**config.mk**
```make
export PLATFORM = sky130hd
export DESIGN_NAME = brlm_queue
export DESIGN_NICKNAME = d
export VERILOG_FILES = /design/src/sv/brlm_pkg.sv /design/src/sv/brlm_queue.sv
export SDC_FILE = /design/constraint.sdc
export NUM_CORES = 1
export LEC_CHECK = 0
export BUFFER_PORTS_ARGS = -buffer_cell sky130_fd_sc_hd__buf_2
export CORE_MARGIN = 3
export CORE_UTILIZATION = 30
export CTS_CLUSTER_DIAMETER = 50
export DETAILED_ROUTE_END_ITERATION = 6
export HOLD_SLACK_MARGIN = 0.12
export PLACE_DENSITY = 0.58
export SLEW_MARGIN = 20
export SYNTH_ARGS = -nofsm -noshare
export SYNTH_HDL_FRONTEND = slang
export SYNTH_SLANG_ARGS = --single-unit
```
**constraint.sdc**
```tcl
create_clock -name clk -period 13.3 [get_ports clk]
set_input_delay 2.66 -clock clk [delete_from_list [all_inputs] [get_ports clk]]
set_output_delay 2.66 -clock clk [all_outputs]
set_load 0.02 [all_outputs]
```
**src/sv/brlm_pkg.sv**
```systemverilog
// ----------------------------------------------------------------------------
// brlm_pkg
// Shared types and constants of the bucketed RMS level meter.
// ----------------------------------------------------------------------------
package brlm_pkg;
	localparam int BUCKETS      = 64;
	localparam int BUCKET_W     = $clog2(BUCKETS);
	localparam int MAX_FRAMES   = 4096;
	localparam int MAX_CHANNELS = 8;
	localparam int SUM_W        = 48;
	localparam int FRAME_W      = 13;
	localparam int CHAN_W       = 4;
	localparam int POS_W        = 3;
	localparam int LEVEL_W      = 16;
	localparam int N_W          = FRAME_W + CHAN_W;
	localparam int QDEPTH       = 4;
	localparam int QPTR_W       = $clog2(QDEPTH);
	localparam logic [16:0] FULL_SCALE = 17'd32768;

	localparam logic       CMD_CAPTURE = 1'b0;
	localparam logic       CMD_READ    = 1'b1;
	localparam logic [1:0] ST_OK       = 2'd0;
	localparam logic [1:0] ST_NO_CAP   = 2'd1;
	localparam logic [1:0] ST_INVALID  = 2'd2;

	// job from front to back
	typedef enum logic [1:0] {
		JOB_CLEAR,
		JOB_CLOSE,
		JOB_SWAP,
		JOB_READ
	} job_kind_t;

	typedef struct packed {
		job_kind_t            kind;
		logic [SUM_W-1:0]     sum;
		logic [N_W-1:0]       n;
		logic [BUCKET_W-1:0]  bucket;
		logic [11:0]          idx;
		logic [FRAME_W-1:0]   cnt;
	} job_t;

	typedef enum logic [2:0] {
		BK_IDLE,
		BK_CLEAR,
		BK_DIV,
		BK_SQRT,
		BK_RDIV,
		BK_RD,
		BK_OUT
	} bk_state_t;
endpackage

```
**src/sv/brlm_queue.sv**
```systemverilog
// ----------------------------------------------------------------------------
// brlm_queue
// Short job FIFO between front and back.
// ----------------------------------------------------------------------------
module brlm_queue
	import brlm_pkg::*;
(
	input  logic clk,
	input  logic arst_n,
	input  logic push,
	input  job_t din,
	input  logic pop,
	output job_t head,
	output logic full,
	output logic empty
);
	job_t             buf_q [QDEPTH];
	logic [QPTR_W:0]  wp_q, rp_q;

	assign empty = wp_q == rp_q;
	assign full = (wp_q[QPTR_W-1:0] == rp_q[QPTR_W-1:0]) && (wp_q[QPTR_W] != rp_q[QPTR_W]);
	assign head = buf_q[rp_q[QPTR_W-1:0]];

	always_ff @(posedge clk) begin
		if (push && !full) buf_q[wp_q[QPTR_W-1:0]] <= din;
	end

	always_ff @(posedge clk or negedge arst_n) begin
		if (!arst_n) begin
			wp_q <= '0; rp_q <= '0;
		end else begin
			if (push && !full) wp_q <= wp_q + 1'b1;
			if (pop && !empty) rp_q <= rp_q + 1'b1;
		end
	end
endmodule

```
==> results_dict.tcl <==
set metrics [dict create \
    p_seq_share_pct 41.8 \
    clockPowerShare_pct 29.8 \
    slew_violations 0 \
    die_h_um 227 \
    min_path_type "flip-flop to flip-flop" \
    cp.required_ns 10.64 \
    path_class "flip-flop to primary output" \
    cts_tree "yes" \
    rsz0062_at_grt "no" \
    status "complete, no violations" \
    cts_hold_buf 0 \
    clockBufferDepth 3 \
    gp_congestion 0.659 \
    arrival_ns 2.97 \
    start_util_pct 30.5 \
    coreArea_um2 47900 \
    cts_resized 0 \
    cts_setup_buffers 0 \
    peakVddDrop_v 0.000137 \
    syn_area_um2 14600 \
    max_slew.worst_pin.slew_ns 1.00 \
    setup_violations 0 \
    fmax_mhz 178 \
    vias 6602 \
    comb_power_share_pct 28.4 \
    internal-power_mw 2.91 \
    dieArea_um2 51500 \
    min_period_ns 5.63 \
    ioPinCount 202 \
    synth.avg_cell_area_um2 26.1 \
    postSynthCellCount 560 \
    min_from "rp_q[2]$_DFFE_PN0P_" \
    track_usage_pct 11.3 \
    cap_violations 0 \
    slew-limit-headroom_pct 33.2 \
    wire_per_inst_um 20.0 \
    power_density_nw_per_um2 238 \
    grt_pass1_vias 7044 \
    p_leak_nw 6.01 \
    yosysTopAreaCellShare_pct 80.4 \
    cts_buffers 48 \
    grt_max_degree 61 \
    switching_share_pct 31.7 \
    io_buffers 201 \
    final-seq-area_um2 11900 \
    yosysSeqAreaShare_pct 81.4 \
    start_kind "flip-flop" \
    finalHoldViolCount 0 \
    clock-sinks 398 \
    ant_nets 0 \
    grt-ovfl-total 0 \
    nNetsFinal 905 \
    drt_iter0_markers 396 \
    routed_wl_mm 29.0 \
    fill_cells 4361 \
    grt_pass1_wl_mm 43.8 \
    end_kind "primary output" \
    fin_skew_ns 0.0166 \
    ys_types 22 \
    worst_r2r_startpoint "rp_q[0]$_DFFE_PN0P_" \
    syn_to_final_growth_pct 22.3 \
    antenna_found_initial 5 \
    final_layout_size_suffix_gt1_share_pct 46.8 \
    die_width_um 227 \
    core.rowCount 80 \
    ys_seq_elements 398 \
    syn_nets 667 \
    post_drt_via_cell_ratio 4.54 \
    cts.reportedPaths.clkPinSlew_ns 0.05 \
    insertion_delay_ns 0.56 \
    cts_htree_levels 2 \
    crit_path_max_fanout 41 \
    drc 0 \
    p_total_mw 4.26 \
    synth_area_leaders "edfxtp_1 80%, mux4_2 15%, dfrtp_1 1.0%, buf_6 0.85%, ha_1 0.43%" \
    cts-root-buf "clkbuf_16" \
    switching_power_mw 1.35 \
    cp-startpoint "rp_q[0]$_DFFE_PN0P_" \
    synth_largest_area_cell "edfxtp_1" \
    dp_hpwl_mm 16.8 \
    yosys_warnings 0 \
    fin_tns_setup_ns 0 \
    first_pass_iters 4 \
    min_period_over_period_pct 42.3 \
    multi_input_area_um2 2550 \
]
==> cell usage after synthesis <==
library cell and n:
a211oi_1 2, a21boi_0 1, a21oi_1 4, a31oi_2 1, and3_1 3, buf_2 11, buf_6 11, dfrtp_1 6
edfxtp_1 392, ha_1 5, inv_1 4, mux4_1 1, mux4_2 97, nand2_1 3, nand2b_1 2, nand3_1 1
nor3_1 2, o31ai_1 5, xnor2_1 4, xnor2_2 1, xor2_1 2, xor2_2 2
==> power by group through the flow <==
stage               registers [mW]  clock network (mW)  logic (mW)
floorplan                     1.76                   0       0.912
global placement              1.81                   0        1.25
detailed placement            1.82                   0        1.25
CTS                           1.79                1.31        1.26
global route                  1.81                1.36        1.31
finish                        1.78                1.27        1.21
==> state kept, by name, summed over array words and instances, names as in the netlist <==
signal,cells
buf_q,392
wp_q,3
rp_q,3
==> critical path, cell delays in order, from the launching register on <==
cell and delay, ns:
dfrtp_4 0.78, buf_4 0.79, mux4_2 0.61, buf_2 0.18
==> stage by stage <==
stage | hold WS, ns | utilization, % | instances | area, um2 | worst slack, ns
finish | 0.594 | 37.4 | 1453 | 17900 | 7.67
global route | 0.621 | 37.4 | 1452 | 17900 | 7.35
CTS | 0.591 | 37.4 | 1452 | 17900 | 7.49
detailed placement | 0.578 | 34.1 | 1363 | 16300 | 8.10
global placement | 0.569 | 34.1 | 1363 | 16300 | 8.12
floorplan | 0.544 | - | 560 | 14600 | 7.10
==> path summary, 6_finish.rpt <==
kind / end / depth (start not counted) / slack (ns)
max: head[77] / 3 / 7.67
max reg2reg: buf_q[1][30]$_DFFE_PP_ / 5 / 9.25
min reg2reg: rp_q[2]$_DFFE_PN0P_ / 2 / 0.59
max in group asynchronous: rp_q[0]$_DFFE_PN0P_ / 1 / 11.21
min: rp_q[2]$_DFFE_PN0P_ / 2 / 0.59
min in group asynchronous: rp_q[1]$_DFFE_PN0P_ / 1 / 1.91
==> cell usage in the layout (no fill, tap or decap), drive strengths merged <==
master	netlist	routed
edfxtp	392	392
buf	22	210
mux4	98	98
clkbuf	0	56
clkinv	0	19
inv	4	13
dfrtp	6	6
o31ai	5	5
ha	5	5
xnor2	5	5
a21oi	4	4
xor2	4	4
and3	3	3
nand2	3	3
bufinv	0	3
nor3	2	2
nand2b	2	2
a211oi	2	2
clkinvlp	0	2
diode	0	1
nand3	1	1
a31oi	1	1
a21boi	1	1
==> metal layers <==
layer,share of wire [%],vias to the layer above,track usage [%]
met5,0.10,-,0
met4,2.3,6,4.09
met3,7.1,61,3.92
met2,49,183,18.1
met1,42,3440,14.4
li1,-,2912,-
==> layout make-up <==
class	instances	share of cell area [%]
flip-flops and latches	398	66.6
multi-input cells	136	14.2
clock buffers	56	7.11
repair buffers	210	5.99
well taps	615	4.30
clock inverters	33	1.68
inverters	4	0.0838
diodes	1	0.0140
==> logic make-up after synthesis <==
kind of cell / synth area share [%]
XOR/XNOR: 0.692
flip-flops: 81.4
AO/OA/AOI/OAI: 0.632
buffers and inverters: 1.32
adder cells (fa/ha/maj): 0.427
multiplexers: 15.1
AND/OR/NAND/NOR: 0.393
(Power assumes the default switching activity.)
