### src/sv/brlm_pkg.sv
// ----------------------------------------------------------------------------
// brlm_pkg
// Shared types and constants of the bucketed RMS level meter.
// ----------------------------------------------------------------------------
package brlm_pkg;
	localparam int BUCKETS      = 64;
	localparam int BUCKET_W     = $clog2(BUCKETS);
	localparam int MAX_FRAMES   = 4096;
	localparam int MAX_CHANNELS = 8;
	localparam int SUM_W        = 48;
	localparam int FRAME_W      = 13;
	localparam int CHAN_W       = 4;
	localparam int POS_W        = 3;
	localparam int LEVEL_W      = 16;
	localparam int N_W          = FRAME_W + CHAN_W;
	localparam int QDEPTH       = 4;
	localparam int QPTR_W       = $clog2(QDEPTH);
	localparam logic [16:0] FULL_SCALE = 17'd32768;

	localparam logic       CMD_CAPTURE = 1'b0;
	localparam logic       CMD_READ    = 1'b1;
	localparam logic [1:0] ST_OK       = 2'd0;
	localparam logic [1:0] ST_NO_CAP   = 2'd1;
	localparam logic [1:0] ST_INVALID  = 2'd2;

	// job from front to back
	typedef enum logic [1:0] {
		JOB_CLEAR,
		JOB_CLOSE,
		JOB_SWAP,
		JOB_READ
	} job_kind_t;

	typedef struct packed {
		job_kind_t            kind;
		logic [SUM_W-1:0]     sum;
		logic [N_W-1:0]       n;
		logic [BUCKET_W-1:0]  bucket;
		logic [11:0]          idx;
		logic [FRAME_W-1:0]   cnt;
	} job_t;

	typedef enum logic [2:0] {
		BK_IDLE,
		BK_CLEAR,
		BK_DIV,
		BK_SQRT,
		BK_RDIV,
		BK_RD,
		BK_OUT
	} bk_state_t;
endpackage

### src/sv/brlm_if.sv


interface brlm_out_if;
	logic        valid;
	logic        ready;
	logic [15:0] level;
	logic [1:0]  status;
	modport source (output valid, level, status, input ready);
	modport sink (input valid, level, status, output ready);
endinterface

### src/sv/brlm_back.sv
// ----------------------------------------------------------------------------
// brlm_back
// Runs jobs: bank clear, divide and square root per bucket, bank swap, reads.
// ----------------------------------------------------------------------------
module brlm_back
	import brlm_pkg::*;
(
	input  logic     clk,
	input  logic     arst_n,
	input  logic     q_empty,
	input  job_t     q_head,
	output logic     q_pop,
	brlm_out_if.source out_ch
);
	localparam int BANK_W = BUCKET_W + 1;

	bk_state_t           st_q, st_n;
	logic [LEVEL_W-1:0]  mem [2*BUCKETS];
	logic [BUCKETS-1:0]  vld_q [2];
	logic                vis_q;
	logic                capv_q;
	job_t                job_q;
	logic [SUM_W-1:0]    rem_q, quo_q;
	logic [5:0]          cnt_q;
	logic [SUM_W-1:0]    sv_q, sres_q, sbit_q;
	logic [BUCKET_W+12:0] rnum_q;
	logic [BUCKET_W+12:0] rquo_q;
	logic [LEVEL_W-1:0]  rd_q;
	logic                rdv_q;
	logic [15:0]         lvl_q;
	logic [1:0]          sta_q;
	logic                ov_q;

	logic [SUM_W:0]      dtry;
	logic [SUM_W-1:0]    rnew;
	logic [SUM_W:0]      stry;
	logic [BUCKET_W+13:0] rtry;
	logic [BANK_W-1:0]   waddr, raddr;
	logic [16:0]         lvl_sat;
	logic [BUCKET_W-1:0] rb;

	assign out_ch.valid = ov_q;
	assign out_ch.level = lvl_q;
	assign out_ch.status = sta_q;

	always_comb begin
		rnew = {rem_q[SUM_W-2:0], quo_q[SUM_W-1]};
		dtry = {1'b0, rnew} - {1'b0, {(SUM_W-N_W){1'b0}}, job_q.n};
		stry = {1'b0, sv_q} - {1'b0, sres_q + sbit_q};
		rtry = {rnum_q[BUCKET_W+12:0], 1'b0} - {{(BUCKET_W+1){1'b0}}, job_q.cnt};
		lvl_sat = (sres_q > SUM_W'(FULL_SCALE)) ? FULL_SCALE : sres_q[16:0];
		waddr = {~vis_q, job_q.bucket};
		rb = (rquo_q > (BUCKET_W+13)'(BUCKETS-1)) ? BUCKET_W'(BUCKETS-1)
			: rquo_q[BUCKET_W-1:0];
		raddr = {vis_q, rb};
	end

	always_comb begin
		st_n = st_q;
		q_pop = 1'b0;
		unique case (st_q)
			BK_IDLE: if (!q_empty) begin
				q_pop = 1'b1;
				unique case (q_head.kind)
					JOB_CLEAR: st_n = BK_CLEAR;
					JOB_CLOSE: st_n = BK_DIV;
					JOB_SWAP:  st_n = BK_IDLE;
					JOB_READ:  st_n = BK_RDIV;
					default:   st_n = BK_IDLE;
				endcase
			end
			BK_CLEAR: st_n = BK_IDLE;
			BK_DIV:   if (cnt_q == 6'(SUM_W-1)) st_n = BK_SQRT;
			BK_SQRT:  if (sbit_q == '0) st_n = BK_IDLE;
			BK_RDIV:  if (cnt_q == 6'(BUCKET_W-1)) st_n = BK_RD;
			BK_RD:    st_n = BK_OUT;
			BK_OUT:   if (!ov_q || out_ch.ready) st_n = BK_IDLE;
			default:  st_n = BK_IDLE;
		endcase
	end

	always_ff @(posedge clk) begin
		if (st_q == BK_SQRT && sbit_q == '0)
			mem[waddr] <= lvl_sat[15:0];
		rd_q <= mem[raddr];
	end

	always_ff @(posedge clk or negedge arst_n) begin
		if (!arst_n) begin
			st_q <= BK_IDLE; vis_q <= 1'b0; vld_q[0] <= '0; vld_q[1] <= '0;
			ov_q <= 1'b0; lvl_q <= '0; sta_q <= '0; job_q <= '0; capv_q <= 1'b0;
			rem_q <= '0; quo_q <= '0; cnt_q <= '0; sv_q <= '0; sres_q <= '0;
			sbit_q <= '0; rnum_q <= '0; rquo_q <= '0; rdv_q <= 1'b0;
		end else begin
			st_q <= st_n;
			if (st_q == BK_OUT && (!ov_q || out_ch.ready)) ov_q <= 1'b1;
			else if (ov_q && out_ch.ready) ov_q <= 1'b0;
			unique case (st_q)
				BK_IDLE: if (!q_empty) begin
					job_q <= q_head;
					cnt_q <= '0;
					rem_q <= '0;
					quo_q <= q_head.sum;
					rnum_q <= {{(BUCKET_W+1){1'b0}}, q_head.idx};
					rquo_q <= '0;
					if (q_head.kind == JOB_SWAP) begin
						vis_q <= ~vis_q;
						capv_q <= 1'b1;
					end
				end
				BK_CLEAR: vld_q[~vis_q] <= '0;
				BK_DIV: begin
					if (job_q.n == '0) begin
						rem_q <= rnew;
						quo_q <= {quo_q[SUM_W-2:0], 1'b0};
					end else if (!dtry[SUM_W]) begin
						rem_q <= dtry[SUM_W-1:0];
						quo_q <= {quo_q[SUM_W-2:0], 1'b1};
					end else begin
						rem_q <= rnew;
						quo_q <= {quo_q[SUM_W-2:0], 1'b0};
					end
					cnt_q <= cnt_q + 1'b1;
					if (cnt_q == 6'(SUM_W-1)) begin
						sv_q <= (job_q.n == '0) ? '0 :
							(!dtry[SUM_W] ? {quo_q[SUM_W-2:0], 1'b1}
							: {quo_q[SUM_W-2:0], 1'b0});
						sres_q <= '0;
						sbit_q <= SUM_W'(1) << (SUM_W-2);
					end
				end
				BK_SQRT: begin
					if (sbit_q != '0) begin
						if (!stry[SUM_W]) begin
							sv_q <= stry[SUM_W-1:0];
							sres_q <= (sres_q >> 1) + sbit_q;
						end else begin
							sres_q <= sres_q >> 1;
						end
						sbit_q <= sbit_q >> 2;
					end else begin
						vld_q[~vis_q][job_q.bucket] <= 1'b1;
					end
				end
				BK_RDIV: begin
					if (!rtry[BUCKET_W+13]) begin
						rnum_q <= rtry[BUCKET_W+12:0];
						rquo_q <= {rquo_q[BUCKET_W+11:0], 1'b1};
					end else begin
						rnum_q <= {rnum_q[BUCKET_W+11:0], 1'b0};
						rquo_q <= {rquo_q[BUCKET_W+11:0], 1'b0};
					end
					cnt_q <= cnt_q + 1'b1;
				end
				BK_RD: rdv_q <= vld_q[vis_q][rb];
				BK_OUT: if (!ov_q || out_ch.ready) begin
					if (job_q.cnt == '0 || {1'b0, job_q.idx} >= job_q.cnt) begin
						sta_q <= ST_INVALID; lvl_q <= '0;
					end else if (!capv_q) begin
						sta_q <= ST_NO_CAP; lvl_q <= '0;
					end else begin
						sta_q <= ST_OK; lvl_q <= rdv_q ? rd_q : '0;
					end
				end
				default: ;
			endcase
		end
	end
endmodule

### src/flat_wrapper.sv
// flat-port wrapper written by rule: the top's interface ports become plain ports
module brlm_back_flat import brlm_pkg::*;
  (clk, arst_n, q_empty, q_head, q_pop, out_ch_valid, out_ch_level, out_ch_status, out_ch_ready);
  brlm_out_if out_ch_i ();
  input  logic clk;
  input  logic arst_n;
  input  logic q_empty;
  input  job_t q_head;
  output logic q_pop;
  output wire logic [$bits(out_ch_i.valid)-1:0] out_ch_valid;
  output wire logic [$bits(out_ch_i.level)-1:0] out_ch_level;
  output wire logic [$bits(out_ch_i.status)-1:0] out_ch_status;
  input wire logic [$bits(out_ch_i.ready)-1:0] out_ch_ready;
  assign out_ch_valid = out_ch_i.valid;
  assign out_ch_level = out_ch_i.level;
  assign out_ch_status = out_ch_i.status;
  assign out_ch_i.ready = out_ch_ready;
  brlm_back u_core (.clk(clk), .arst_n(arst_n), .q_empty(q_empty), .q_head(q_head), .q_pop(q_pop), .out_ch(out_ch_i));
endmodule
### config.mk
export PLATFORM = sky130hd
export DESIGN_NAME = brlm_back_flat
export DESIGN_NICKNAME = d
export VERILOG_FILES = /design/src/sv/brlm_pkg.sv /design/src/sv/brlm_if.sv /design/src/sv/brlm_back.sv /design/src/flat_wrapper.sv
export SDC_FILE = /design/constraint.sdc
export NUM_CORES = 2
export LEC_CHECK = 0
export ABC_CLOCK_PERIOD_IN_PS = 7400
export BUFFER_PORTS_ARGS = -buffer_cell sky130_fd_sc_hd__buf_2
export CORE_ASPECT_RATIO = 0.5
export CORE_MARGIN = 4
export CORE_UTILIZATION = 35
export CTS_CLUSTER_DIAMETER = 30
export DETAILED_ROUTE_END_ITERATION = 10
export GPL_ROUTABILITY_DRIVEN = 0
export HOLD_SLACK_MARGIN = 0.03
export SKIP_LAST_GASP = 1
export SLEW_MARGIN = 20
export SYNTH_ARGS = -nofsm -noshare
export SYNTH_HDL_FRONTEND = slang
export SYNTH_SLANG_ARGS = --single-unit
### constraint.sdc
create_clock -name clk -period 7.4 [get_ports clk]
set_input_delay 0.37 -clock clk [delete_from_list [all_inputs] [get_ports clk]]
set_output_delay 0.37 -clock clk [all_outputs]
set_load 0.02 [all_outputs]
==> summary.txt <==
status -> completed
cells after synthesis -> 7,082
Crit. End Element -> flip-flop
Final setup viols -> 0
top-count cell post-synth -> edfxtp_1
Die Wd -> 787 µm
IO Count -> 122
Worst R2R Setup Slack -> 1.10 ns
vias in the first global route -> 65,500
Max-cap violations -> 0
Final ANT Viol Nets -> 0
Ys Warns -> 0
1st-iter DRT viols -> 7,656
setup bufs post-CTS -> 0
Initial Utilization -> 35.3%
final WL -> 304 mm
Clock Path Buffers -> 4
Util after Layout -> 42.5%
Req. time, crit path -> 8.05 ns
ranking of synthesized cells by area -> edfxtp_1 (58%), dfrtp_1 (11%), mux4_2 (7.5%), nand2_1 (2.3%), mux2i_1 (2.1%)
setup ws final -> 1.10 ns
drt drc -> 0
EDFF count, synth -> 2,048
cts bufs inserted -> 396
post-CTS sizing -> 0
RSZ-0062 raised after global routing -> no
root buf cell -> clkbuf_16
Yosys top cell area share -> 57.9%
TritonCTS clock tree -> built
Worst Setup Start Kind -> flip-flop
largest net degree at the start of global routing -> 142
TritonRoute pass-1 iters -> 5
Reg2Reg Depth -> 20
Critical R2R Launch -> u_core.sres_q[2]
Leak -> 40.6 nW
Pins Over Slew Limit -> 0
first-pass GRT wire length -> 447 mm
combinational power share -> 14.7%
final worst path period need -> 6.30 ns
min-delay worst type -> primary input to async pin
Die H -> 398 µm
largest area contributor in the netlist -> edfxtp_1
vias -> 66,600
post-route clock period utilization -> 85.1%
Worst Tran Pin Value -> 1.20 ns
final clock skew -> 0.111 ns
post-route setup TNS -> 0 ns
Syn Area/Cell -> 15.0 µm²
hold_buf cts -> 103
GRT Residual Overflow -> 0
Mapped Nets -> 7,328
filler cell count -> 26,700
Final Hold Fails -> 0
ant diodes -> 0
critical path arrival -> 6.95 ns
crit path from -> u_core.sres_q[2]
vias per cell -> 5.60
clk slew on worst S/H paths -> 0.05 ns
Psw -> 0.0117 W
PwrDens -> 333 nW/µm²
CTS Sinks -> 2,524
placed cell count -> 11,000
top cells by count, synth -> edfxtp_1 (2,048), nand2_1 (646), nor2_1 (552)
VDD IR max -> 0.292 mV
register area share after synthesis -> 69.0%
Syn Std Cell Area -> 106,000 µm²
CTS HTree Levels -> 5
core area -> 301,000 µm²
GRT Resource Usage Total -> 18.9%
DP HPWL -> 184 mm
switching part of the total power -> 27.4%
share of cells above drive strength 1 -> 20.2%
Main synth FF type -> edfxtp_1
Final #Nets -> 7,759
Distinct cells, synth -> 80
Power Internal -> 0.0309 W
Total Die Area -> 313,000 µm²
Seq cells post-synth -> 2,524
slew margin rel. -> 19.1%
Routed wire per std cell -> 25.6 µm
Crit Path Max Fanout -> 43
Clk Latency, worst-skew pair -> 0.90 ns
Setup WS pre-CTS -> 1.23 ns
non-filler cells, final -> 11,900
IO Port Bufs -> 121
initial antenna violation count -> 7
Row Count -> 142
Setup CP Type -> flip-flop to flip-flop
fmax -> 0.159 GHz
register share of total power -> 39.8%
Async SR Flop Fraction -> 18.2%
Clk network pwr share -> 45.5%
worst flop-to-flop path endpoint -> u_core.sv_q[8]
Area growth, synth to finish -> 20.4%
-- sequential cells by signal, indices dropped and copies added, names as in the netlist, 24 cells and up --
signal / count
u_core.job_q: 48
u_core.mem: 2048
u_core.quo_q: 48
u_core.rem_q: 47
u_core.sbit_q: 24
u_core.sres_q: 48
u_core.sv_q: 48
u_core.vld_q: 128
-- cell families after synthesis --
kind of cell / after synthesis / share of synthesized area, %
DFF: 2524 / 69.0
and+or+nand+nor: 1661 / 6.77
AOI/OAI and AO/OA: 1481 / 9.59
muxes: 573 / 9.54
buffers and inverters: 523 / 1.93
xor gates and xnor gates: 176 / 1.45
adders and majority gates: 144 / 1.72
-- through the flow --
step / area (µm²) / power, W / hold WS, ns
4_1_cts: 128000 / 0.0428 / 0.0849
5_1_grt: 128000 / 0.0443 / 0.135
3_3_place_gp: 113000 / 0.0233 / 0.433
6_report: 128000 / 0.0426 / 0.0535
3_5_place_dp: 113000 / 0.0234 / 0.424
2_1_floorplan: 106000 / 0.0212 / 0.0744
-- layer usage --
layer | track usage, % | part of all wire, % | vias up
met5 | 0 | 0 | -
met2 | 29.9 | 46 | 2888
met4 | 6.10 | 3.2 | 0
li1 | - | - | 28800
met1 | 26.7 | 43 | 34300
met3 | 3.02 | 7.9 | 522
-- cell type report --
cell class	instances	area, µm²	area share (%)
Tap cell	4032	5040	3.94
Multi-Input combinational cell	4035	31400	24.5
Inverter	82	310	0.242
Clock buffer	458	10600	8.25
Clock inverter	273	3470	2.71
Timing Repair Buffer	474	3860	3.02
Sequential cell	2524	73300	57.3
-- power by group through the flow --
| stage | logic (W) | registers, W | clock network, W |
|---|---|---|---|
| after floorplan | 0.00429 | 0.0169 | 0 |
| after global placement | 0.00606 | 0.0172 | 0 |
| after detailed placement | 0.00613 | 0.0172 | 0 |
| after CTS | 0.00621 | 0.0170 | 0.0196 |
| after global routing | 0.00691 | 0.0170 | 0.0203 |
| final | 0.00625 | 0.0170 | 0.0194 |
-- critical path, stage by stage, from the launching register on --
cell	delay [ns]
dfrtp_1	0.47
ha_1	0.37
a31oi_1	0.16
a211oi_1	0.49
a221oi_1	0.24
o41ai_1	0.58
o21ai_0	0.29
o31a_1	0.38
o211ai_1	0.34
xnor2_1	0.17
ha_1	0.33
a21o_1	0.21
a21oi_1	0.15
o21bai_1	0.10
a211oi_1	0.24
o21bai_1	0.10
a21oi_1	0.24
o21a_1	0.28
a21o_1	0.33
buf_4	0.44
o21ai_0	0.16
-- worst max path at each step --
stage / end / slack [ns] / cells past startpoint
finish: u_core.sv_q[8] / 1.10 / 20
CTS: u_core.sv_q[12] / 1.13 / 21
detailed placement: u_core.sv_q[2] / 1.23 / 20
floorplan: u_core.sv_q[1] / 2.04 / 22
global placement: u_core.sv_q[47] / 1.25 / 21
global route: u_core.sv_q[7] / 0.54 / 21
-- layout by cell type, fill, tap and decap left out, drive strengths merged, types with 77 or more instances in the layout --
| cell | count |
|---|---|
| o22ai | 139 |
| o21ai | 294 |
| mux2i | 221 |
| dlygate4sd3 | 103 |
| nor2 | 552 |
| ha | 141 |
| buf | 371 |
| edfxtp | 2048 |
| a211oi | 77 |
| a221oi | 105 |
| inv | 128 |
| nand2 | 646 |
| nand3 | 157 |
| mux4 | 352 |
| clkinv | 113 |
| clkbuf | 458 |
| a31oi | 84 |
| xor2 | 102 |
| dfrtp | 460 |
| a21oi | 215 |
| o221ai | 146 |
Note: power is estimated with default switching activity, not from simulation.
