<file path="src/sv/brlm_pkg.sv">
// ----------------------------------------------------------------------------
// brlm_pkg
// Shared types and constants of the bucketed RMS level meter.
// ----------------------------------------------------------------------------
package brlm_pkg;
	localparam int BUCKETS      = 64;
	localparam int BUCKET_W     = $clog2(BUCKETS);
	localparam int MAX_FRAMES   = 4096;
	localparam int MAX_CHANNELS = 8;
	localparam int SUM_W        = 48;
	localparam int FRAME_W      = 13;
	localparam int CHAN_W       = 4;
	localparam int POS_W        = 3;
	localparam int LEVEL_W      = 16;
	localparam int N_W          = FRAME_W + CHAN_W;
	localparam int QDEPTH       = 4;
	localparam int QPTR_W       = $clog2(QDEPTH);
	localparam logic [16:0] FULL_SCALE = 17'd32768;

	localparam logic       CMD_CAPTURE = 1'b0;
	localparam logic       CMD_READ    = 1'b1;
	localparam logic [1:0] ST_OK       = 2'd0;
	localparam logic [1:0] ST_NO_CAP   = 2'd1;
	localparam logic [1:0] ST_INVALID  = 2'd2;

	// job from front to back
	typedef enum logic [1:0] {
		JOB_CLEAR,
		JOB_CLOSE,
		JOB_SWAP,
		JOB_READ
	} job_kind_t;

	typedef struct packed {
		job_kind_t            kind;
		logic [SUM_W-1:0]     sum;
		logic [N_W-1:0]       n;
		logic [BUCKET_W-1:0]  bucket;
		logic [11:0]          idx;
		logic [FRAME_W-1:0]   cnt;
	} job_t;

	typedef enum logic [2:0] {
		BK_IDLE,
		BK_CLEAR,
		BK_DIV,
		BK_SQRT,
		BK_RDIV,
		BK_RD,
		BK_OUT
	} bk_state_t;
endpackage

</file>
<file path="src/sv/brlm_if.sv">
// ----------------------------------------------------------------------------
// brlm_in_if / brlm_out_if
// Valid/ready channels of the level meter.
// ----------------------------------------------------------------------------
interface brlm_in_if;
	logic               valid;
	logic               ready;
	logic               command;
	logic signed [15:0] sample;
	logic [12:0]        frame_count;
	logic [11:0]        point_index;
	logic [12:0]        point_count;
	modport source (output valid, command, sample, frame_count, point_index,
		point_count, input ready);
	modport sink (input valid, command, sample, frame_count, point_index,
		point_count, output ready);
endinterface


</file>
<file path="src/sv/brlm_front.sv">
// ----------------------------------------------------------------------------
// brlm_front
// Accepts items, keeps capture counters and square sums, emits jobs.
// ----------------------------------------------------------------------------
module brlm_front
	import brlm_pkg::*;
(
	input  logic          clk,
	input  logic          arst_n,
	input  logic [3:0]    channel_count,
	brlm_in_if.sink       in_ch,
	input  logic          q_full,
	output logic          job_push,
	output job_t          job
);
	logic [SUM_W-1:0]    sum_q;
	logic [BUCKET_W:0]   bucket_q;
	logic [FRAME_W-1:0]  fib_q, seen_q, held_q;
	logic [POS_W-1:0]    pos_q;
	logic                pend_q;   // follow-up job (close or swap) pending
	logic                pend_last_q;
	job_t                pend_job_q;

	logic [CHAN_W-1:0]   chans;
	logic                start;
	logic [FRAME_W-1:0]  fc, held_n, fpb, seen_n, fib_n;
	logic [SUM_W-1:0]    sq, sum_n;
	logic                frame_end, last, close;
	logic                acc;
	job_t                pend_job;

	always_comb begin
		chans = channel_count;
		if (chans == '0) chans = 4'd1;
		if (chans > CHAN_W'(MAX_CHANNELS)) chans = CHAN_W'(MAX_CHANNELS);
	end

	assign in_ch.ready = !q_full && !pend_q;
	assign acc = in_ch.valid && in_ch.ready;

	always_comb begin
		start = (seen_q == '0) && (pos_q == '0);
		fc = in_ch.frame_count;
		if (fc > FRAME_W'(MAX_FRAMES)) fc = FRAME_W'(MAX_FRAMES);
		held_n = start ? fc : held_q;
		sq = SUM_W'(unsigned'(32'(in_ch.sample * in_ch.sample)));
		sum_n = (start ? '0 : sum_q) + sq;
		fib_n = (start ? '0 : fib_q) + 1'b1;
		seen_n = seen_q + 1'b1;
		frame_end = ({1'b0, pos_q} + 4'd1) >= chans;
		fpb = held_n >> BUCKET_W;
		if (fpb == '0) fpb = FRAME_W'(1);
		last = frame_end && (seen_n >= held_n);
		close = frame_end && !last && ((start ? '0 : bucket_q) < (BUCKET_W+1)'(BUCKETS-1))
			&& (fib_n >= fpb);
	end

	always_comb begin
		job_push = 1'b0;
		job = '0;
		job.kind = JOB_READ;
		job.idx = in_ch.point_index;
		job.cnt = in_ch.point_count;
		job.sum = sum_n;
		job.n = N_W'(fib_n) * N_W'(chans);
		job.bucket = start ? '0 : bucket_q[BUCKET_W-1:0];
		if (pend_q) begin
			job_push = !q_full;
			job = pend_job_q;
		end else if (acc) begin
			if (in_ch.command == CMD_READ) begin
				job_push = 1'b1;
			end else if (start && in_ch.frame_count == '0) begin
				job_push = 1'b0;
			end else if (start) begin
				job_push = 1'b1;
				job.kind = JOB_CLEAR;
			end else if (last || close) begin
				job_push = 1'b1;
				job.kind = JOB_CLOSE;
			end
		end
	end

	// start sample that also closes: close follows the clear; capture end: swap
	always_comb begin
		pend_job = job;
		pend_job.kind = start ? JOB_CLOSE : JOB_SWAP;
	end

	always_ff @(posedge clk or negedge arst_n) begin
		if (!arst_n) begin
			sum_q <= '0; bucket_q <= '0; fib_q <= '0; seen_q <= '0;
			held_q <= '0; pos_q <= '0; pend_q <= 1'b0; pend_last_q <= 1'b0;
			pend_job_q <= '0;
		end else if (pend_q) begin
			if (!q_full) begin
				if (pend_job_q.kind == JOB_CLOSE && pend_last_q) begin
					pend_job_q.kind <= JOB_SWAP;
				end else begin
					pend_q <= 1'b0;
				end
			end
		end else if (acc && in_ch.command == CMD_CAPTURE
				&& !(start && in_ch.frame_count == '0)) begin
			held_q <= held_n;
			if (!frame_end) begin
				pos_q <= pos_q + 1'b1;
				sum_q <= sum_n;
				fib_q <= start ? '0 : fib_q;
				bucket_q <= start ? '0 : bucket_q;
				seen_q <= seen_q;
			end else begin
				pos_q <= '0;
				if (last) begin
					seen_q <= '0; bucket_q <= '0; fib_q <= '0; sum_q <= '0;
				end else if (close) begin
					seen_q <= seen_n; fib_q <= '0; sum_q <= '0;
					bucket_q <= (start ? '0 : bucket_q) + 1'b1;
				end else begin
					seen_q <= seen_n; fib_q <= fib_n; sum_q <= sum_n;
					bucket_q <= start ? '0 : bucket_q;
				end
			end
			if ((start && close) || last) begin
				pend_q <= 1'b1;
				pend_job_q <= pend_job;
				pend_last_q <= last;
			end
		end
	end
endmodule

</file>
<file path="src/flat_wrapper.sv">
// flat-port wrapper written by rule: the top's interface ports become plain ports
module brlm_front_flat import brlm_pkg::*;
  (clk, arst_n, channel_count, q_full, job_push, job, in_ch_valid, in_ch_command, in_ch_sample, in_ch_frame_count, in_ch_point_index, in_ch_point_count, in_ch_ready);
  brlm_in_if in_ch_i ();
  input  logic clk;
  input  logic arst_n;
  input  logic [3:0] channel_count;
  input  logic q_full;
  output logic job_push;
  output job_t job;
  input wire logic [$bits(in_ch_i.valid)-1:0] in_ch_valid;
  input wire logic [$bits(in_ch_i.command)-1:0] in_ch_command;
  input wire logic [$bits(in_ch_i.sample)-1:0] in_ch_sample;
  input wire logic [$bits(in_ch_i.frame_count)-1:0] in_ch_frame_count;
  input wire logic [$bits(in_ch_i.point_index)-1:0] in_ch_point_index;
  input wire logic [$bits(in_ch_i.point_count)-1:0] in_ch_point_count;
  output wire logic [$bits(in_ch_i.ready)-1:0] in_ch_ready;
  assign in_ch_i.valid = in_ch_valid;
  assign in_ch_i.command = in_ch_command;
  assign in_ch_i.sample = in_ch_sample;
  assign in_ch_i.frame_count = in_ch_frame_count;
  assign in_ch_i.point_index = in_ch_point_index;
  assign in_ch_i.point_count = in_ch_point_count;
  assign in_ch_ready = in_ch_i.ready;
  brlm_front u_core (.clk(clk), .arst_n(arst_n), .channel_count(channel_count), .in_ch(in_ch_i), .q_full(q_full), .job_push(job_push), .job(job));
endmodule
</file>
<file path="config.mk">
export PLATFORM = sky130hd
export DESIGN_NAME = brlm_front_flat
export DESIGN_NICKNAME = d
export VERILOG_FILES = /design/src/sv/brlm_pkg.sv /design/src/sv/brlm_if.sv /design/src/sv/brlm_front.sv /design/src/flat_wrapper.sv
export SDC_FILE = /design/constraint.sdc
export NUM_CORES = 1
export LEC_CHECK = 0
export ABC_CLOCK_PERIOD_IN_PS = 8400
export BUFFER_PORTS_ARGS = -buffer_cell sky130_fd_sc_hd__buf_2
export CORE_ASPECT_RATIO = 0.7
export CORE_MARGIN = 2
export CORE_UTILIZATION = 45
export CTS_CLUSTER_SIZE = 25
export DETAILED_ROUTE_END_ITERATION = 6
export HOLD_SLACK_MARGIN = 0.06
export SYNTH_ARGS = -nofsm -noshare
export SYNTH_HDL_FRONTEND = slang
export SYNTH_SLANG_ARGS = --single-unit
</file>
<file path="constraint.sdc">
create_clock -name clk -period 8.4 [get_ports clk]
set_input_delay 0.42 -clock clk [delete_from_list [all_inputs] [get_ports clk]]
set_output_delay 0.42 -clock clk [all_outputs]
set_load 0.1 [all_outputs]
</file>
==> impl_results.md, run 1 <==
* Result of the run: finished with violations
* Violated checks: setup timing
* Post-detail-place hpwl at 46820 um
* Antenna fix cells at 0
* Global router's overall resource usage at 0.2391
* Area Overhead vs Synth at 26.13%
* Worst Hold Class: input pin to register
* Final worst clock skew at 0.01376 ns
* R2R setup slack at 2.08 ns
* Die area at 0.05191 mm2
* Cell type with the largest total area after synthesis: fa_1
* Leading post-synthesis cells by cell area: fa_1 (23%), dfrtp_1 (22%), ha_1 (9.2%)
* Sinks on Clock Net at 197
* Clk pin slew, worst setup/hold paths at 0.07 ns
* Drc violations at 0
* Most prevalent standard cell on the critical path: buf_4
* # port buffers at 162
* Max Cap Viol at 0
* Total area of multi-input combinational cells at 0.01694 mm2
* Total of warnings raised by yosys at 0
* Final weighted congestion of routability-driven global placement at 0.8979
* Mean Syn Cell Area at 8.704 um2
* Pin count of the biggest net entering global routing at 86
* Setup violation total in the final timing report at 10
* Number of antenna violations at the first check in global routing at 1
* Number of global-route vias before repair at 19780
* Final Hold Viols at 0
* Cell at the slowest stage of the critical path: fa_2
* Y dimension of the die at 191.2 um
* Top-level I/O count at 163
* Synth top area share at 0.2310
* Netlist area before placement at 0.02253 mm2
* Std cell rows at 68
* Detailed-router iteration count before antenna repair at 5
* Final worst hold slack at 0.2484 ns
* Synthesized instance count at 2589
* Min Clock Period, post-route at 8.462 ns
* FF+latch count, synth at 197
* Transition time of the tightest slew-check pin at 1.292 ns
* Iter 0 DRT Violations at 1356
* Worst Path Buf+Inv at 12
* Number of buffers inserted during clock tree synthesis at 17
* Initial core utilization at 0.4566
* Ys async rst share at 1.000
* Pins Over Slew Limit at 0
* Global-route wire length before repair at 100100 um
* CP delay by family, top: adder cells
* Routed wire length at 60770 um
* Core area at 0.04935 mm2
* Maximum count of clock buffers along a single path at 2
* Nets@finish at 3422
* Critical path class: input pin to output port
* Smallest setup slack after layout at -0.06168 ns
* Category of the worst setup path capture point: output port
* H-Tree Depth at 4
* Final routed wire length divided by cell count at 16.83 um
* Peak fanout along the critical path at 9
* Fmax achieved at 118.2 MHz
* Relative slew margins at 0.1340
* Synthesized Nets at 3078
* Aggregate global routing overflow at 0
* Share of post-route cells with drive strength above 1 at 0.2583
* Data required time at the worst endpoint at 7.98 ns
* Sequential cell area in the final layout at 0.004933 mm2
* Clock latency on the worst-skew pair at 0.46 ns
* Clock root buffer master: clkbuf_16
* Vias at 19010
* Critical Path AT at 8.04 ns
* Antenna Violating Nets Remaining at 0
* Leading cell type by number of instances after synthesis: nand2_1
* Critical path startpoint category: input pin
* Final Cycle Share at 1.007
* Most used standard cells in the synthesized netlist: nand2_1 (459), inv_1 (398), fa_1 (260)
* Fillcell total at 4380
* Primary flip-flop cell chosen by synthesis mapping: dfrtp_1
* Proportion of synthesized chip area in sequential cells at 0.2188
* Longest individual stage delay on the worst path at 0.56 ns
* Yosys cell types at 70
* TritonCTS clock tree: done
* Number of enable flip-flop cells after synthesis at 0
* RSZ-0062 raised after global routing: yes
* Die width at 271.5 um
* Via-to-Cell Ratio at 5.263
## worst register-to-register path: cells and delay by family, from the launching register on
kind,cells,cell delay (ns)
xor gates and xnor gates,2,0.74
adders and majority gates,5,1.95
AOI/OAI and AO/OA,8,1.71
buffers and inverters,2,0.16
DFF,1,0.46
and+or+nand+nor,4,1.17
## layout make-up
| class | count | share of cell area |
|---|---|---|
| Tap cell | 665 | 0.02927 |
| Sequential cell | 197 | 0.1736 |
| Clock buffer | 19 | 0.01558 |
| Inverter | 398 | 0.05313 |
| Timing Repair Buffer | 431 | 0.1256 |
| Clock inverter | 13 | 0.006955 |
| Multi-Input combinational cell | 1888 | 0.5959 |
## stage by stage
step           setup TNS [ns]  area (um2)  worst slack (ns)  cells  utilization
2_1_floorplan        -0.03429       23130          -0.01714   2589            -
3_3_place_gp           -5.871       26290           -0.5068   3531       0.5328
3_5_place_dp           -7.993       26290           -0.5474   3531       0.5328
4_1_cts               -0.8882       27410           -0.1117   3581       0.5555
5_1_grt                -4.127       28420           -0.3106   3611       0.5760
6_report              -0.3479       28420          -0.06168   3611       0.5760
## flip-flops by register name, indices dropped and copies added, names as in the netlist
signal and cells:
u_core.pend_job_q 98, u_core.sum_q 48, u_core.fib_q 13, u_core.held_q 13, u_core.seen_q 13, u_core.bucket_q 7, u_core.pos_q 3, u_core.pend_last_q 1
u_core.pend_q 1
## layer usage
| layer | vias up | GRT usage | routed length (um) |
|---|---|---|---|
| met3 | 44 | 0.03191 | 2872 |
| li1 | 9057 | - | - |
| met1 | 9510 | 0.3550 | 29790 |
| met5 | - | 0 | 0 |
| met2 | 395 | 0.3767 | 27370 |
| met4 | 0 | 0.04227 | 736 |
## layout by cell type, fill, tap and decap left out, types with 8 or more instances in the layout
master,netlist,routed
fa_1,260,242
a21o_1,34,34
nand4_1,19,19
buf_4,1,237
nor2_1,93,82
nand2_2,0,14
inv_1,398,370
and2_1,82,69
mux2_2,69,63
nand3_1,39,31
nand2b_1,18,18
a21oi_1,100,82
a21oi_2,0,15
xor2_1,41,33
o21bai_1,11,10
xnor2_2,0,11
ha_1,166,148
a22o_1,32,32
fa_2,0,18
o21ai_0,155,125
nand2_4,0,9
ha_4,0,14
inv_2,0,23
xnor2_1,82,69
clkbuf_16,0,18
buf_2,5,119
o21ai_2,0,12
and3_1,19,16
nor2b_1,15,13
dfrtp_1,197,196
and2_4,0,13
o21ai_1,10,25
buf_8,0,8
nand2_1,459,436
buf_12,0,33
nor4_1,9,8
buf_6,0,30
nor3_1,30,27
or3_1,14,13
## worst paths after layout
| check | start | end | cells past startpoint |
|---|---|---|---|
| max | in_ch_sample[5] | job[87] | 37 |
| min | q_full | u_core.pend_q | 3 |
| max reg2reg | u_core.seen_q[0] | u_core.pend_job_q[47] | 21 |
| min reg2reg | u_core.sum_q[25] | u_core.sum_q[25] | 2 |
| max in group asynchronous | arst_n | u_core.pend_job_q[89] | 4 |
| min in group asynchronous | arst_n | u_core.bucket_q[5] | 2 |
## cells by family after synthesis
logic type	Yosys count	share of synthesized area
AOI/OAI and AO/OA	437	0.1209
xor gates and xnor gates	123	0.04781
adders and majority gates	426	0.3232
buffers and inverters	504	0.08440
DFF	197	0.2188
muxes	74	0.03670
and+or+nand+nor	828	0.1682
## repair_timing
item | in CTS | in global routing
cloned | 0 | 1
resized for setup | 74 | 185
pin swaps | 35 | 118
endpoints found under the hold margin | 78 | 0
buffers inserted | 19 | 30
hold buffers | 1 | 0
endpoints found under the setup margin | 25 | 30
Power of run 1 is left out: the tool's default activity adds up to more than one toggle a clock period on the data nets, which glitch-free logic cannot reach.
==> run 2: changes to the inputs <==
--- a/config.mk
+++ b/config.mk
@@ -5,6 +5,7 @@
 export SDC_FILE = /design/constraint.sdc
 export NUM_CORES = 1
 export LEC_CHECK = 0
+export ABC_AREA = 1
 export ABC_CLOCK_PERIOD_IN_PS = 8400
 export BUFFER_PORTS_ARGS = -buffer_cell sky130_fd_sc_hd__buf_2
 export CORE_ASPECT_RATIO = 0.7
@@ -13,6 +14,7 @@
 export CTS_CLUSTER_SIZE = 25
 export DETAILED_ROUTE_END_ITERATION = 6
 export HOLD_SLACK_MARGIN = 0.06
+export MAX_ROUTING_LAYER = met4
 export SYNTH_ARGS = -nofsm -noshare
 export SYNTH_HDL_FRONTEND = slang
 export SYNTH_SLANG_ARGS = --single-unit
==> constraint.sdc (replaced) <==
create_clock -name clk -period 8.4 [get_ports clk]
set_input_delay 1.68 -clock clk [delete_from_list [all_inputs] [get_ports clk]]
set_output_delay 1.68 -clock clk [all_outputs]
set_load 0.1 [all_outputs]
==> impl_results.md, run 2 <==
* Longest individual stage delay on the worst path at 0.58 ns (was 0.56 ns)
* Synthesized instance count at 3278 (was 2589)
* Vias at 23520 (was 19010)
* Cell type with the largest total area after synthesis: fa_1 (unchanged)
* CP delay by family, top: adder cells (unchanged)
* Antenna Violating Nets Remaining at 0 (unchanged)
* Final Hold Viols at 0 (unchanged)
* Final weighted congestion of routability-driven global placement at 0.9592 (was 0.8979)
* Area Overhead vs Synth at 44.16% (was 26.13%)
* Min Clock Period, post-route at 10.38 ns (was 8.462 ns)
* Commonest cells after routing, fill and taps aside: nand2_1 (724), inv_1 (558), buf_4 (364) (was nand2_1 (436), inv_1 (370), fa_1 (242))
* Total of warnings raised by yosys at 0 (unchanged)
* Final routed wire length divided by cell count at 17.12 um (was 16.83 um)
* Critical Path AT at 8.70 ns (was 8.04 ns)
* Die width at 279.6 um (was 271.5 um)
* Yosys cell types at 49 (was 70)
* Pins Over Slew Limit at 0 (unchanged)
* Pin count of the biggest net entering global routing at 71 (was 86)
* Fmax achieved at 96.36 MHz (was 118.2 MHz)
* Share of post-route cells with drive strength above 1 at 0.3429 (was 0.2583)
* FF+latch count, synth at 197 (unchanged)
* Initial core utilization at 0.4569 (was 0.4566)
* Antenna fix cells at 0 (unchanged)
* Detailed-router iteration count before antenna repair at 5 (unchanged)
* M1 GR Usage at 0.4229 (was 0.3550)
* M3 GR Usage at 0.05405 (was 0.03191)
* Routed wire length at 77510 um (was 60770 um)
* Worst Hold Class: register to register (was input pin to register)
* Y dimension of the die at 196.9 um (was 191.2 um)
* H-Tree Depth at 4 (unchanged)
* Die area at 0.05507 mm2 (was 0.05191 mm2)
* Global-route wire length before repair at 122600 um (was 100100 um)
* Ys async rst share at 1.000 (unchanged)
* Primary flip-flop cell chosen by synthesis mapping: dfrtp_1 (unchanged)
* Final worst hold slack at 0.4745 ns (was 0.2484 ns)
* Max reg flops at 98 (unchanged)
* Number of enable flip-flop cells after synthesis at 0 (unchanged)
* Category of the worst setup path capture point: output port (unchanged)
* Number of buffers inserted during clock tree synthesis at 17 (unchanged)
* Number of global-route vias before repair at 23580 (was 19780)
* Most prevalent standard cell on the critical path: fa_1 (was buf_4)
* Critical path class: input pin to output port (unchanged)
* Violated checks: setup timing (unchanged)
* Iter 0 DRT Violations at 1757 (was 1356)
* Final core utilization at 0.6586 (was 0.5760)
* Final Cycle Share at 1.236 (was 1.007)
* Leading cell type by number of instances after synthesis: nand2_1 (unchanged)
* Register name with the most flops: u_core.pend_job_q (unchanged)
* Core area at 0.05238 mm2 (was 0.04935 mm2)
* # port buffers at 162 (unchanged)
* Layer carrying the most global-route usage: met1 (was met2)
* TritonCTS clock tree: done (unchanged)
* Synth top area share at 0.2175 (was 0.2310)
* RSZ-0062 raised after global routing: yes (unchanged)
* Worst Path Buf+Inv at 12 (unchanged)
* Proportion of synthesized chip area in sequential cells at 0.2060 (was 0.2188)
* Synthesized Nets at 3767 (was 3078)
* Post-detail-place hpwl at 57450 um (was 46820 um)
* Result of the run: finished with violations (unchanged)
* Sinks on Clock Net at 197 (unchanged)
* Largest registers: u_core.pend_job_q (98), u_core.sum_q (48) (unchanged)
* Most common cell after layout, fill and taps aside: nand2_1 (unchanged)
* Mean Syn Cell Area at 7.300 um2 (was 8.704 um2)
* Most used standard cells in the synthesized netlist: nand2_1 (872), inv_1 (662), fa_1 (260) (was nand2_1 (459), inv_1 (398), fa_1 (260))
* Hold buffer count at cts at 0 (was 1)
* Via-to-Cell Ratio at 5.194 (was 5.263)
* Peak fanout along the critical path at 6 (was 9)
* Critical path startpoint category: input pin (unchanged)
* Max Cap Viol at 0 (unchanged)
* Final TNS setup at -65.23 ns (was -0.3479 ns)
* Aggregate global routing overflow at 0 (unchanged)
* Clk pin slew, worst setup/hold paths at 0.07 ns (about the same)
* Global-route met2 utilization at 0.4209 (was 0.3767)
* Netlist area before placement at 0.02393 mm2 (was 0.02253 mm2)
* Nets@finish at 4320 (was 3422)
* Leading post-synthesis cells by cell area: fa_1 (22%), dfrtp_1 (21%), nand2_1 (14%) (was fa_1 (23%), dfrtp_1 (22%), ha_1 (9.2%))
* Clock root buffer master: clkbuf_16 (unchanged)
* Cell at the slowest stage of the critical path: fa_1 (was fa_2)
* Drc violations at 0 (unchanged)
* Std cell rows at 70 (was 68)
* Global router's overall resource usage at 0.2870 (was 0.2391)
* Maximum count of clock buffers along a single path at 2 (unchanged)
* Setup violation total in the final timing report at 41 (was 10)
* Fillcell total at 4374 (was 4380)
* Top-level I/O count at 163 (unchanged)
* Transition time of the tightest slew-check pin at 1.090 ns (was 1.292 ns)
* Final worst clock skew at 0.01454 ns (was 0.01376 ns)
* Smallest setup slack after layout at -1.978 ns (was -0.06168 ns)
* Data required time at the worst endpoint at 6.72 ns (was 7.98 ns)
* Clock latency on the worst-skew pair at 0.46 ns (about the same)
* Number of antenna violations at the first check in global routing at 0 (was 1)
* Relative slew margins at 0.2687 (was 0.1340)
[run 2: cell families after synthesis]
kind of cell,after synthesis,synth area share
AND/OR/NAND/NOR,1363,0.2327
XOR/XNOR,88,0.03221
AO/OA/AOI/OAI,414,0.09684
adder cells (fa/ha/maj),426,0.3043
flip-flops,197,0.2060
buffers and inverters,790,0.1279
[run 2: worst paths after layout]
kind | cells after the start | slack, ns | to | from
min | 2 | 0.47 | u_core.pend_job_q[12] | u_core.pend_job_q[12]
max reg2reg | 46 | 1.52 | u_core.pend_job_q[86] | u_core.pos_q[0]
max in group asynchronous | 2 | 5.72 | u_core.pend_q | arst_n
min reg2reg | 2 | 0.47 | u_core.pend_job_q[12] | u_core.pend_job_q[12]
max | 37 | -1.98 | job[88] | in_ch_sample[10]
min in group asynchronous | 1 | 1.24 | u_core.pend_job_q[17] | arst_n
[run 2: layout make-up]
type,count,area (um2),area share
multi-input cells,2291,19560,0.5669
repair buffers,655,5977,0.1733
well taps,684,855.8,0.02481
clock buffers,19,452.9,0.01313
inverters,669,2587,0.07501
flip-flops and latches,197,4933,0.1430
clock inverters,13,133.9,0.003881
[run 2: stage by stage]
step	worst slack (ns)	cells	instance area, um2
4_1_cts	-1.931	4449	32280
5_1_grt	-2.209	4528	34500
3_3_place_gp	-2.178	4344	29420
3_5_place_dp	-2.204	4344	29420
6_report	-1.978	4528	34500
2_1_floorplan	-1.627	3278	25350
[run 2: worst register-to-register path: cells and delay by family (launching register included)]
kind / cells / cell delay, ns
AO/OA/AOI/OAI: 4 / 0.68
AND/OR/NAND/NOR: 15 / 1.78
buffers and inverters: 25 / 3.26
flip-flops: 1 / 0.45
adder cells (fa/ha/maj): 2 / 0.59
[run 2: timing repair]
action                     in CTS  in global routing
resized for setup             417                377
setup endpoints to repair      53                 80
pin swaps                     210                190
buffers inserted               80                 87
[run 2: layer usage]
metal / vias to the layer above / share of wire / wire (um)
li1: 11190 / - / -
met1: 11580 / 0.48 / 37320
met2: 697 / 0.44 / 34120
met3: 62 / 0.069 / 5311
met4: 0 / 0.0097 / 755
met5: - / 0 / 0
Power of run 2 is left out for the same reason.
==> run 3: changes to the inputs <==
--- a/config.mk
+++ b/config.mk
@@ -15,6 +15,7 @@
 export DETAILED_ROUTE_END_ITERATION = 6
 export HOLD_SLACK_MARGIN = 0.06
 export MAX_ROUTING_LAYER = met4
+export SKIP_CTS_REPAIR_TIMING = 1
 export SYNTH_ARGS = -nofsm -noshare
 export SYNTH_HDL_FRONTEND = slang
 export SYNTH_SLANG_ARGS = --single-unit
==> impl_results.md, run 3 (synthesis gave the netlist of run 2 again) <==
* Die width at 279.6 um (unchanged)
* Fmax achieved at 95.39 MHz (was 96.36 MHz)
* R2R setup slack at 2.27 ns (was 1.52 ns)
* CP delay by family, top: adder cells (unchanged)
* Worst Hold Class: register to register (unchanged)
* Critical path startpoint category: input pin (unchanged)
* Number of global-route vias before repair at 22630 (was 23580)
* CP startpoint: in_ch_sample[15] (was in_ch_sample[10])
* Nets@finish at 4255 (was 4320)
* Most common cell after layout, fill and taps aside: nand2_1 (unchanged)
* Violated checks: setup timing (unchanged)
* TritonCTS clock tree: done (unchanged)
* Place WS at -2.204 ns (unchanged)
* Worst Path Buf+Inv at 12 (unchanged)
* Longest individual stage delay on the worst path at 0.64 ns (was 0.58 ns)
* Clock root buffer master: clkbuf_16 (unchanged)
* Std cell rows at 70 (unchanged)
* Clock latency on the worst-skew pair at 0.46 ns (about the same)
* Peak fanout along the critical path at 4 (was 6)
* Number of antenna violations at the first check in global routing at 0 (unchanged)
* Final Hold Viols at 0 (unchanged)
* Result of the run: finished with violations (unchanged)
* Transition time of the tightest slew-check pin at 1.080 ns (was 1.090 ns)
* Cell depth of the worst flop-to-flop path at 26 (was 46)
* Iter 0 DRT Violations at 1658 (was 1757)
* Category of the worst setup path capture point: output port (unchanged)
* Sinks on Clock Net at 197 (unchanged)
* # port buffers at 162 (unchanged)
* Aggregate global routing overflow at 0 (unchanged)
* H-Tree Depth at 4 (unchanged)
* Final weighted congestion of routability-driven global placement at 0.9592 (unchanged)
* Drc violations at 0 (unchanged)
* Core area at 0.05238 mm2 (unchanged)
* Final Cycle Share at 1.248 (was 1.236)
* Antenna fix cells at 0 (unchanged)
* Clk pin slew, worst setup/hold paths at 0.07 ns (about the same)
* Critical path class: input pin to output port (unchanged)
* Maximum count of clock buffers along a single path at 2 (unchanged)
* Via-to-Cell Ratio at 5.138 (was 5.194)
* Commonest cells after routing, fill and taps aside: nand2_1 (733), inv_1 (580), buf_4 (343) (was nand2_1 (724), inv_1 (558), buf_4 (364))
* Final routed wire length divided by cell count at 16.89 um (was 17.12 um)
* Antenna Violating Nets Remaining at 0 (unchanged)
* Finished layout cell area at 0.03330 mm2 (was 0.03450 mm2)
* Levels on crit path at 36 (was 37)
* Vias at 22930 (was 23520)
* Largest registers: u_core.pend_job_q (98), u_core.sum_q (48) (unchanged)
* Share of post-route cells with drive strength above 1 at 0.3123 (was 0.3429)
* Top-level I/O count at 163 (unchanged)
* RSZ-0062 raised after global routing: yes (unchanged)
* Final worst clock skew at 0.01723 ns (was 0.01454 ns)
* Min Clock Period, post-route at 10.48 ns (was 10.38 ns)
* Post-detail-place hpwl at 57450 um (unchanged)
* Number of buffers inserted during clock tree synthesis at 17 (unchanged)
* Detailed-router iteration count before antenna repair at 7 (was 5)
* Initial core utilization at 0.4569 (unchanged)
* Relative slew margins at 0.2754 (was 0.2687)
* Critical Path AT at 8.80 ns (was 8.70 ns)
* Capturing element of the worst setup path: job[78] (was job[88])
* Max reg flops at 98 (unchanged)
* Worst r2r src: u_core.pos_q[0] (unchanged)
* Pin count of the biggest net entering global routing at 71 (unchanged)
* Capturing point of the worst reg2reg path: u_core.sum_q[35] (was u_core.pend_job_q[86])
* Max Cap Viol at 0 (unchanged)
* Smallest setup slack after layout at -2.083 ns (was -1.978 ns)
* Final core utilization at 0.6358 (was 0.6586)
* Most prevalent standard cell on the critical path: fa_1 (unchanged)
* Placed cell areas at 0.02942 mm2 (unchanged)
* Final TNS setup at -68.29 ns (was -65.23 ns)
* Die area at 0.05507 mm2 (unchanged)
* Global router's overall resource usage at 0.2761 (was 0.2870)
* Register name with the most flops: u_core.pend_job_q (unchanged)
* Global-route wire length before repair at 118100 um (was 122600 um)
* Setup violation total in the final timing report at 43 (was 41)
* Pins Over Slew Limit at 0 (unchanged)
* Cell at the slowest stage of the critical path: fa_2 (was fa_1)
* Data required time at the worst endpoint at 6.72 ns (about the same)
* Y dimension of the die at 196.9 um (unchanged)
* Area Overhead vs Synth at 39.15% (was 44.16%)
* Routed wire length at 75370 um (was 77510 um)
## run 3: layout make-up
type                       instances  area [um2]
fill                            4576       19080
clock buffer                      19       452.9
inverter                         669        2580
clock inverter                    13       133.9
sequential                       197        4933
timing repair buffer             590        5348
tap                              684       855.8
multi-input combinational       2291       18990
## run 3: tightest hold or removal path, cell delays in order, from the launching register on
cell	delay (ns)
dfrtp_1	0.34
nand2_1	0.05
nand2_1	0.05
## run 3: per-layer routing
layer / vias to the layer above / GRT usage / share of wire
met3: 40 / 0.04789 / 0.065
met1: 11230 / 0.4201 / 0.50
li1: 11050 / - / -
met4: 0 / 0.03347 / 0.0065
met2: 619 / 0.3927 / 0.43
met5: - / - / 0
## run 3: worst min path at each step
stage | startpoint | slack (ns) | end | depth (start not counted)
3_5_place_dp | u_core.pend_job_q[49] | 0.46 | u_core.pend_job_q[49] | 2
5_1_grt | u_core.pend_job_q[8] | 0.49 | u_core.pend_job_q[8] | 2
6_report | u_core.pend_job_q[12] | 0.47 | u_core.pend_job_q[12] | 2
4_1_cts | u_core.pend_job_q[12] | 0.48 | u_core.pend_job_q[12] | 2
3_3_place_gp | u_core.pend_job_q[1] | 0.45 | u_core.pend_job_q[1] | 2
2_1_floorplan | u_core.pend_job_q[0] | 0.44 | u_core.pend_job_q[0] | 2
## run 3: per-stage QoR
stage	hold WS [ns]	cells
2_1_floorplan	0.4422	3278
3_3_place_gp	0.4533	4344
5_1_grt	0.4932	4463
6_report	0.4741	4463
3_5_place_dp	0.4585	4344
4_1_cts	0.4777	4376
Power of run 3 is left out for the same reason.
